`config.mk`:
```
export PLATFORM = sky130hd
export DESIGN_NAME = oqam_postprocess_combiner
export DESIGN_NICKNAME = d
export VERILOG_FILES = /design/src/hw/rtl/opc_pkg.sv /design/src/hw/rtl/oqam_postprocess_combiner.sv /design/src/hw/rtl/opc_ram.sv /design/src/hw/rtl/opc_rotate.sv
export SDC_FILE = /design/constraint.sdc
export NUM_CORES = 1
export LEC_CHECK = 0
export ABC_AREA = 1
export BUFFER_PORTS_ARGS = -buffer_cell sky130_fd_sc_hd__buf_4
export CAP_MARGIN = 20
export CORE_MARGIN = 3
export CORE_UTILIZATION = 55
export DETAILED_ROUTE_END_ITERATION = 7
export PLACE_DENSITY = 0.72
export SYNTH_ARGS = -nofsm -noshare
export SYNTH_HDL_FRONTEND = slang
export SYNTH_SLANG_ARGS = --single-unit
```
`constraint.sdc`:
```
create_clock -name clk_i -period 3.5 [get_ports clk_i]
set_input_delay 0.525 -clock clk_i [delete_from_list [all_inputs] [get_ports clk_i]]
set_output_delay 0.525 -clock clk_i [all_outputs]
set_load 0.02 [all_outputs]
```
`src/hw/rtl/opc_pkg.sv`:
```
// Shared types and constants for the OQAM post-processing combiner.
// No dependencies; used by opc_rotate and oqam_postprocess_combiner.
`default_nettype none

package opc_pkg;

  localparam int unsigned SampleW            = 16;
  localparam int unsigned SubcarriersDefault = 64;

  // Quarter-turn rotation codes, n mod 4.
  typedef enum logic [1:0] {
    PhaseOne    = 2'd0,
    PhaseNegJ   = 2'd1,
    PhaseNegOne = 2'd2,
    PhasePosJ   = 2'd3
  } phase_e;

  // Rotation pattern selected by the mode register.
  typedef enum logic {
    ModeQuarter = 1'b0,
    ModeHalf    = 1'b1
  } mode_e;

  typedef logic signed [SampleW-1:0] sample_t;

endpackage

`default_nettype wire

```
`src/hw/rtl/oqam_postprocess_combiner.sv`:
```
// OQAM post-processing combiner: rotation, first-half store and pairing.
// Depends on opc_pkg, opc_ram and opc_rotate.
//
// Usage:
//   Input words (sample_re_i, sample_im_i) arrive on in_valid_i / in_stall_o,
//   one subcarrier sample per word, SUBCARRIERS words per symbol vector.
//   Vectors come in pairs: the first vector only fills the store and yields
//   no output word; each word of the second vector yields one output word
//   (out_re_o, out_im_o, vector_end_o) on out_valid_o / out_stall_i.
//   The mode register is written through cfg_valid_i / cfg_ready_o /
//   cfg_data_i; cfg_ready_o is always high. Write it only while idle.
//   An input word is held in the input register, where the store read issued
//   at accept lines up with it, and then loaded into the output register.
//   Throughput: one word per cycle unless the receiver stalls, set by the
//   single store read port and the single write port, on different subcarriers.
//   When the receiver stalls, the output register holds its word and the
//   input register fills; in_stall_o rises only when a second-half word
//   sits in the input register and the output register cannot take it.
//   Reset clears the counters, the mode register and all valid flags; the
//   store contents are not cleared and need no clearing pass.
`default_nettype none

module oqam_postprocess_combiner #(
  parameter int unsigned SUBCARRIERS = opc_pkg::SubcarriersDefault,
  localparam int unsigned IdxW = (SUBCARRIERS > 1) ? $clog2(SUBCARRIERS) : 1
) (
  input  wire logic             clk_i,
  input  wire logic             rst_ni,
  input  wire logic             cfg_valid_i,
  output logic                  cfg_ready_o,
  input  wire logic             cfg_data_i,
  input  wire logic             in_valid_i,
  output logic                  in_stall_o,
  input  wire opc_pkg::sample_t sample_re_i,
  input  wire opc_pkg::sample_t sample_im_i,
  output logic                  out_valid_o,
  input  wire logic             out_stall_i,
  output opc_pkg::sample_t      out_re_o,
  output opc_pkg::sample_t      out_im_o,
  output logic                  vector_end_o
);

  localparam logic [IdxW-1:0] LastIdx = IdxW'(SUBCARRIERS - 1);

  // Control state
  opc_pkg::mode_e  mode_q;
  logic [IdxW-1:0] idx_q, idx_d;
  logic            half_q, half_d;
  logic [1:0]      sym_phase_q, sym_phase_d;

  // Input register
  logic             s1_valid_q;
  opc_pkg::sample_t s1_re_q, s1_im_q;
  logic [IdxW-1:0]  s1_idx_q;
  logic             s1_half_q;
  logic             s1_last_q;
  opc_pkg::phase_e  s1_phase_q;
  opc_pkg::mode_e   s1_mode_q;

  // Output register
  logic             out_valid_q;
  opc_pkg::sample_t out_re_q, out_im_q;
  logic             out_end_q;

  logic             in_accept;
  logic             last_now;
  opc_pkg::phase_e  phase_now;
  logic             out_free;
  logic             out_load;
  logic             s1_advance;
  logic             store_we;
  opc_pkg::sample_t rot_real;
  logic [opc_pkg::SampleW-1:0] store_rdata;

  assign cfg_ready_o = 1'b1;

  assign out_free   = !out_valid_q || !out_stall_i;
  // First-half words only write the store and never wait for the output side.
  assign s1_advance = !s1_half_q || out_free;
  assign in_stall_o = s1_valid_q && !s1_advance;
  assign in_accept  = in_valid_i && !in_stall_o;
  assign out_load   = s1_valid_q && s1_half_q && out_free;
  assign store_we   = s1_valid_q && !s1_half_q;

  assign last_now  = (idx_q == LastIdx);
  assign phase_now = opc_pkg::phase_e'(sym_phase_q + 2'(idx_q));

  always_comb begin
    idx_d       = idx_q;
    half_d      = half_q;
    sym_phase_d = sym_phase_q;
    if (in_accept) begin
      if (last_now) begin
        idx_d       = '0;
        half_d      = !half_q;
        sym_phase_d = sym_phase_q + 2'd1;
      end else begin
        idx_d = idx_q + 1'b1;
      end
    end
  end

  always_ff @(posedge clk_i or negedge rst_ni) begin
    if (!rst_ni) begin
      mode_q      <= opc_pkg::ModeQuarter;
      idx_q       <= '0;
      half_q      <= 1'b0;
      sym_phase_q <= 2'd0;
      s1_valid_q  <= 1'b0;
      out_valid_q <= 1'b0;
    end else begin
      if (cfg_valid_i && cfg_ready_o) begin
        mode_q <= opc_pkg::mode_e'(cfg_data_i);
      end
      idx_q       <= idx_d;
      half_q      <= half_d;
      sym_phase_q <= sym_phase_d;
      if (in_accept) begin
        s1_valid_q <= 1'b1;
      end else if (s1_advance) begin
        s1_valid_q <= 1'b0;
      end
      if (out_load) begin
        out_valid_q <= 1'b1;
      end else if (!out_stall_i) begin
        out_valid_q <= 1'b0;
      end
    end
  end

  always_ff @(posedge clk_i) begin
    if (in_accept) begin
      s1_re_q    <= sample_re_i;
      s1_im_q    <= sample_im_i;
      s1_idx_q   <= idx_q;
      s1_half_q  <= half_q;
      s1_last_q  <= last_now;
      s1_phase_q <= phase_now;
      s1_mode_q  <= mode_q;
    end
    if (out_load) begin
      // Even subcarriers pair (stored, new); odd subcarriers swap them.
      out_re_q  <= s1_idx_q[0] ? rot_real : opc_pkg::sample_t'(store_rdata);
      out_im_q  <= s1_idx_q[0] ? opc_pkg::sample_t'(store_rdata) : rot_real;
      out_end_q <= s1_last_q;
    end
  end

  opc_rotate u_rotate (
    .re_i    (s1_re_q),
    .im_i    (s1_im_q),
    .phase_i (s1_phase_q),
    .mode_i  (s1_mode_q),
    .real_o  (rot_real)
  );

  // The read is issued at accept, so its data lines up with the input register
  // and holds while that word waits.
  opc_ram #(
    .Width (opc_pkg::SampleW),
    .Depth (SUBCARRIERS)
  ) u_store (
    .clk_i   (clk_i),
    .we_i    (store_we),
    .waddr_i (s1_idx_q),
    .wdata_i (rot_real),
    .re_i    (in_accept),
    .raddr_i (idx_q),
    .rdata_o (store_rdata)
  );

  assign out_valid_o  = out_valid_q;
  assign out_re_o     = out_re_q;
  assign out_im_o     = out_im_q;
  assign vector_end_o = out_end_q;

`ifndef ASSERT_OFF
  a_first_half_flows : assert property (@(posedge clk_i) disable iff (!rst_ni)
    (s1_valid_q && !s1_half_q) |-> !in_stall_o)
    else $error("first-half word blocked the input");

  a_stall_needs_word : assert property (@(posedge clk_i) disable iff (!rst_ni)
    in_stall_o |-> (s1_valid_q && s1_half_q && out_valid_q && out_stall_i))
    else $error("input stalled without a waiting second-half word");

  a_phase_advance : assert property (@(posedge clk_i) disable iff (!rst_ni)
    (in_accept && last_now) |=> (idx_q == '0)
                               && (sym_phase_q == $past(sym_phase_q) + 2'd1)
                               && (half_q != $past(half_q)))
    else $error("vector end did not advance the symbol state");

  a_no_output_first_half : assert property (@(posedge clk_i) disable iff (!rst_ni)
    out_load |-> s1_half_q)
    else $error("output produced from a first-half word");
`endif

endmodule

`default_nettype wire

```
`src/hw/rtl/opc_ram.sv`:
```
// Generic single-port-write, single-port-read RAM with registered read data.
// No dependencies.
`default_nettype none

module opc_ram #(
  parameter int unsigned Width = 16,
  parameter int unsigned Depth = 64,
  localparam int unsigned AddrW = (Depth > 1) ? $clog2(Depth) : 1
) (
  input  wire logic             clk_i,
  input  wire logic             we_i,
  input  wire logic [AddrW-1:0] waddr_i,
  input  wire logic [Width-1:0] wdata_i,
  input  wire logic             re_i,
  input  wire logic [AddrW-1:0] raddr_i,
  output logic      [Width-1:0] rdata_o
);

  logic [Width-1:0] mem_q [Depth];
  logic [Width-1:0] rdata_q;

  always_ff @(posedge clk_i) begin
    if (we_i) begin
      mem_q[waddr_i] <= wdata_i;
    end
    if (re_i) begin
      rdata_q <= mem_q[raddr_i];
    end
  end

  assign rdata_o = rdata_q;

endmodule

`default_nettype wire

```
`src/hw/rtl/opc_rotate.sv`:
```
// Real part of one complex sample after rotation by 1, -j, -1 or j.
// Depends on opc_pkg for the phase and mode codes.
`default_nettype none

module opc_rotate (
  input  wire opc_pkg::sample_t re_i,
  input  wire opc_pkg::sample_t im_i,
  input  wire opc_pkg::phase_e  phase_i,
  input  wire opc_pkg::mode_e   mode_i,
  output opc_pkg::sample_t      real_o
);

  localparam opc_pkg::sample_t MinVal = {1'b1, {(opc_pkg::SampleW-1){1'b0}}};
  localparam opc_pkg::sample_t MaxVal = {1'b0, {(opc_pkg::SampleW-1){1'b1}}};

  opc_pkg::sample_t neg_re;
  opc_pkg::sample_t neg_im;

  // Negating the most negative value saturates to the most positive one.
  assign neg_re = (re_i == MinVal) ? MaxVal : -re_i;
  assign neg_im = (im_i == MinVal) ? MaxVal : -im_i;

  always_comb begin
    real_o = re_i;
    unique case (mode_i)
      opc_pkg::ModeHalf: begin
        real_o = phase_i[0] ? im_i : re_i;
      end
      opc_pkg::ModeQuarter: begin
        unique case (phase_i)
          opc_pkg::PhaseOne:    real_o = re_i;
          opc_pkg::PhaseNegJ:   real_o = im_i;
          opc_pkg::PhaseNegOne: real_o = neg_re;
          opc_pkg::PhasePosJ:   real_o = neg_im;
          default:              real_o = re_i;
        endcase
      end
      default: real_o = re_i;
    endcase
  end

endmodule

`default_nettype wire
```
==> impl_metrics.json, run 1 <==
{
  "status": "completed",
  "dp_hpwl_um": 65500,
  "final_max_slew_viol_count": 0,
  "power.share.sequential": 0.416,
  "finalWorstSetupSlack_ns": 0.568,
  "cts_root_buf": "clkbuf_16",
  "clk_path_buf_depth": 3,
  "dp_slack_ns": 0.632,
  "cp_max_fo": 64,
  "core_um2": 81300,
  "fin_crit_ns": 2.93,
  "synth.distinct_cells": 37,
  "antenna_found_initial": 0,
  "die-area_um2": 86400,
  "ys_warn_count": 0,
  "synth_fp_nets": 3684,
  "firstDrtPassIters": 6,
  "final-hold-violation-count": 0,
  "grt_first_pass_wirelength_um": 176000,
  "final_common_cell": "edfxtp_1",
  "finalPower_uw": 41500,
  "holdPathEnd": "s1_re_q[14]",
  "cts_tree": "done",
  "switchingPower_uw": 14400,
  "fin_crit_sh": 0.838,
  "p_clk_frac": 0.287,
  "ios": 74,
  "hold_path_class": "in2reg",
  "r2r_slack_ns": 0.57,
  "cts-htree-levels": 3,
  "rsz0062_at_grt": "false",
  "fin_tns_setup_ns": 0,
  "grt_use_total": 0.272,
  "ir_drop_mv": 0.727,
  "min_path_cells": 1,
  "drive_above_1_share": 0.109,
  "path_clk_slew_ns": 0.06,
  "synth-seq-cells": 1128,
  "place_inst": 4694,
  "grt_start_max_net_pins": 190,
  "worstSetupPathType": "reg2reg",
  "max_freq_ghz": 0.341,
  "initial_core_util": 0.561,
  "avgSynthCellArea_um2": 12.5,
  "grt_overflow_total": 0,
  "finalSetupViolations": 0,
  "synth_ff_type": "edfxtp_1",
  "numCtsBuffers": 109,
  "die_w_um": 294,
  "synth_area_um2": 45600,
  "timing.slew.headroom": 0.277,
  "synth_area_leaders": "edfxtp_1 (73%), nor2_1 (6.0%), o21ai_0 (5.6%)",
  "cts_sinks": 1128,
  "r2r-start": "s1_im_q[0]",
  "place_congestion": 0.885,
  "layout_common_cells": "edfxtp_1 (1116), nor2_1 (732), o21ai_0 (509)",
  "power_density_nw_per_um2": 806,
  "clk_latency_ns": 0.67,
  "crit_required_ns": 3.85,
  "p_int_uw": 27100,
  "die-height_um": 294,
  "timing.rr.end": "u_store.mem_q[31][3]",
  "drt-wirelength-per-cell_um": 24.0,
  "drc": 0,
  "final_antenna_net_count": 0,
  "worstRegToRegCells": 12,
  "cp-start-kind": "flip-flop",
  "combPwrFrac": 0.296,
  "numPortBuffers": 72,
  "fin_cells": 4896,
  "min_from": "sample_re_i[14]",
  "grt_pass1_vias": 28500,
  "ys_async_sr_fraction": 0.0106,
  "drt-vias-per-instance": 6.13,
  "ys_seq_area_frac": 0.741,
  "area_delta_synth_final_pct": 12.8,
  "first_iter_violations": 3482,
  "cap_violations": 0,
  "cp.arrival_ns": 3.28,
  "fill_cells": 5846,
  "yosys.area.top_type": "edfxtp_1",
  "syn_inst": 3642,
  "fin_nets": 3788,
  "netlist.area_leader.share": 0.735,
  "worstMarginPinSlew_ns": 1.08,
  "leakage_uw": 0.0172,
  "netSwitchingFraction": 0.346,
  "vias": 30000,
  "core.rowCount": 104,
  "routed_wl_um": 118000,
  "cp-end-kind": "flip-flop",
  "synth_edf_count": 1116,
  "skew_ns": 0.0321
}
final cells by class:
type                       count  area (µm²)  area share
tap                         1060        1330      0.0258
antenna                        1        2.50   0.0000486
clock buffer                 124        2850      0.0553
sequential                  1128       33800       0.657
multi-input combinational   2222       10500       0.204
inverter                      60         244     0.00474
clock inverter                76         800      0.0155
timing repair buffer         225        1900      0.0370
worst max-delay path: stages (launching register included):
cell	delay, ns
edfxtp_1	0.38
inv_1	0.15
ha_1	0.23
nand3_1	0.17
nor2_1	0.19
nand2_1	0.21
buf_4	0.23
nand2_1	0.05
nand2_1	0.04
nand2_1	0.05
o21ai_0	0.16
nand2_2	0.10
buf_4	0.60
flip-flops by register name, summed over array words and instances, names as in the netlist, 2 cells and up:
name	count
s1_im_q	16
idx_q	6
s1_idx_q	6
u_store.rdata_o	16
s1_phase_q	2
sym_phase_q	2
s1_re_q	16
out_im_o	16
u_store.mem_q	1024
out_re_o	16
how the worst max path moves through the flow:
stage	slack [ns]	endpoint	from
floorplan	0.05	u_store.mem_q[0][6]	s1_im_q[0]
global placement	0.48	u_store.mem_q[1][6]	s1_im_q[0]
detailed placement	0.63	u_store.mem_q[27][3]	s1_im_q[0]
CTS	0.63	u_store.mem_q[52][3]	s1_im_q[0]
global route	0.31	u_store.mem_q[27][3]	s1_im_q[0]
finish	0.57	u_store.mem_q[31][3]	s1_im_q[0]
routing by layer:
metal / GRT usage / vias to the layer above / wire length, µm
li1: - / 13500 / -
met1: 0.380 / 14500 / 45900
met2: 0.427 / 1693 / 54700
met3: 0.0454 / 278 / 12300
met4: 0.121 / 0 / 4880
met5: 0 / - / 0
what timing repair did:
item	4_1_cts	5_1_grt
resized for setup	0	0
hold endpoints to repair	12	0
setup buffers	0	0
hold buffers	1	0
metrics by stage:
step | utilization | hold WS (ns) | area (µm²)
floorplan | - | 0.229 | 45600
global placement | 0.588 | 0.382 | 47800
detailed placement | 0.588 | 0.383 | 47800
CTS | 0.633 | 0.0107 | 51500
global route | 0.633 | 0.0196 | 51500
finish | 0.633 | 0.0450 | 51500
cell usage after synthesis (all sizes together), types with 2 or more instances:
cell    count
xor2       13
a21oi      51
o221ai     19
o22ai     133
or2         3
nand2     372
clkbuf    121
a31oi       7
nand4      27
o21ai     542
edfxtp   1116
o211ai    120
nor2      736
nand3     185
ha          4
dfrtp      12
inv        59
nand3b      2
buf       111
cell families after synthesis:
logic type | Yosys count | share of synthesized area
xor gates and xnor gates | 14 | 0.00269
muxes | 1 | 0.000247
AOI/OAI and AO/OA | 874 | 0.108
buffers and inverters | 292 | 0.0298
and+or+nand+nor | 1328 | 0.117
DFF | 1128 | 0.741
other | 1 | 0.0000822
adders and majority gates | 4 | 0.00110
power groups by stage:
stage | Combinational [µW] | Clock (µW) | Sequential, µW
floorplan | 7370 | 0 | 17500
global placement | 11800 | 0 | 17500
detailed placement | 12000 | 0 | 17500
CTS | 12100 | 12000 | 17300
global route | 13400 | 12600 | 17300
finish | 12300 | 11900 | 17300
(Power assumes the default switching activity.)
==> run 2, diff against run 1 <==
clock period = 2.35 ns   (was 3.5 ns; I/O delays follow)
==> impl_metrics.json, run 2 (synthesis results as in run 1) <==
{
  "drive_above_1_share": 0.137,
  "final-hold-violation-count": 0,
  "fill_cells": 5671,
  "fin_cells": 5047,
  "worstMarginPinSlew_ns": 0.501,
  "fin_nets": 3935,
  "initial_core_util": 0.561,
  "power_density_nw_per_um2": 1180,
  "finalWorstSetupSlack_ns": -0.0715,
  "die_w_um": 294,
  "r2r-start": "idx_q[0]",
  "grt_overflow_total": 0,
  "die-height_um": 294,
  "cts-htree-levels": 3,
  "violations": "negative setup slack",
  "status": "finished with violations",
  "clk_path_buf_depth": 3,
  "path_clk_slew_ns": 0.06,
  "final_max_slew_viol_count": 0,
  "cap_violations": 0,
  "fin_crit_ns": 2.42,
  "cp-end-kind": "flip-flop",
  "cp-start-kind": "flip-flop",
  "ir_drop_mv": 0.839,
  "n_antenna_cell": 0,
  "numPortBuffers": 72,
  "place_congestion": 0.918,
  "grt_use_total": 0.281,
  "routed_wl_um": 124000,
  "drt-wirelength-per-cell_um": 24.5,
  "numCtsBuffers": 111,
  "drt-vias-per-instance": 6.17,
  "worstRegToRegCells": 10,
  "first_iter_violations": 4157,
  "placed_cell_area_um2": 49400,
  "antenna_found_initial": 2,
  "area_delta_synth_final_pct": 17.6,
  "largest_register_ff_count": 1024,
  "final_antenna_net_count": 0,
  "cp_max_fo": 33,
  "core_um2": 81300,
  "utilization": 0.660,
  "r2r_slack_ns": -0.07,
  "final_common_cell": "edfxtp_1",
  "top_register": "u_store.mem_q",
  "hold_path_class": "in2async",
  "die-area_um2": 86400,
  "finalSetupViolations": 2,
  "dp_slack_ns": -0.126,
  "grt_first_pass_wirelength_um": 183000,
  "vias": 31100,
  "fin_tns_setup_ns": -0.127,
  "cts_tree": "done",
  "layout_common_cells": "edfxtp_1 (1116), nor2_1 (723), o21ai_0 (508)",
  "dp_hpwl_um": 73700,
  "worstSetupPathType": "reg2reg",
  "rsz0062_at_grt": "true",
  "max_freq_ghz": 0.413,
  "grt_pass1_vias": 29200,
  "fin_area_um2": 53600,
  "drc": 0,
  "leakage_uw": 0.0182,
  "timing.slew.headroom": 0.663,
  "fin_crit_sh": 1.03,
  "cts_sinks": 1128,
  "cts_root_buf": "clkbuf_16",
  "firstDrtPassIters": 6,
  "cp.arrival_ns": 2.96,
  "crit_required_ns": 2.88,
  "place_inst": 4788,
  "skew_ns": 0.0332,
  "grt_start_max_net_pins": 90,
  "core.rowCount": 104,
  "clk_latency_ns": 0.70,
  "timing.rr.end": "u_store.rdata_o[10]",
  "ios": 74
}
-- run 2: changes by cell type in the layout (fill, tap and decap cells not counted), moves of 6 or more --
cell / before / now
buf_12: 17 / 93
buf_4: 207 / 232
bufinv_16: 16 / 4
clkbuf_1: 12 / 28
dlygate4sd3_1: 1 / 37
nand3_1: 184 / 178
nor2_1: 732 / 723
-- run 2: what timing repair did --
item | in CTS | in global routing
pin swaps | 0 | 3
buffers inserted | 4 | 5
hold buffers | 37 | 0
gates resized for setup | 3 | 35
gates cloned | 2 | 4
setup endpoints to repair | 303 | 754
hold endpoints to repair | 47 | 0
-- run 2: final cells by class --
type                    instances  area, µm²  area share
multi-input cells            2222      10700       0.199
inverters                      60        246     0.00460
repair inverters                1       8.76    0.000163
well taps                    1060       1330      0.0247
repair buffers                369       4160      0.0776
flip-flops and latches       1128      33800       0.631
clock buffers                 141       2930      0.0547
clock inverters                66        475     0.00886
-- run 2: how the worst max path moves through the flow --
stage / to / cells after the start / slack, ns / startpoint
after floorplan: sym_phase_q[1] / 7 / -0.01 / out_valid_o
after global placement: u_store.mem_q[17][3] / 11 / -0.12 / s1_im_q[0]
after detailed placement: u_store.mem_q[17][3] / 11 / -0.13 / s1_im_q[0]
after CTS: u_store.mem_q[37][14] / 12 / 0.002 / s1_im_q[0]
after global routing: u_store.rdata_o[10] / 10 / -0.10 / idx_q[0]
final: u_store.rdata_o[10] / 10 / -0.07 / idx_q[0]
-- run 2: per-stage QoR --
stage,total power [µW],hold slack [ns]
6_report,63600,0.0594
4_1_cts,63000,0.0257
3_5_place_dp,46200,0.211
2_1_floorplan,37000,0.0569
3_3_place_gp,45800,0.208
5_1_grt,66000,0.0426
-- run 2: per-layer routing --
layer  wire [µm]  part of all wire  global-route usage
met1       48300              0.39               0.398
met2       58300              0.47               0.444
met3       12800              0.10              0.0497
met4        4290             0.035              0.0987
met5           0                 0                   0
-- run 2: power breakdown --
group	switching (µW)	total (µW)	internal [µW]	leakage [µW]
Combinational	14500	21200	6660	0.00626
Clock	7400	16700	9270	0.00166
Sequential	648	25700	25100	0.0103
Total	22500	63600	41000	0.0182
-- run 2: worst max-delay path: stages (launching register included) --
cell,delay [ns]
dfrtp_4,0.53
buf_12,0.16
inv_16,0.17
buf_12,0.25
buf_4,0.24
o21ai_0,0.11
o22ai_1,0.23
nand2_1,0.08
nand4_1,0.15
nand2_1,0.16
nor2_1,0.16
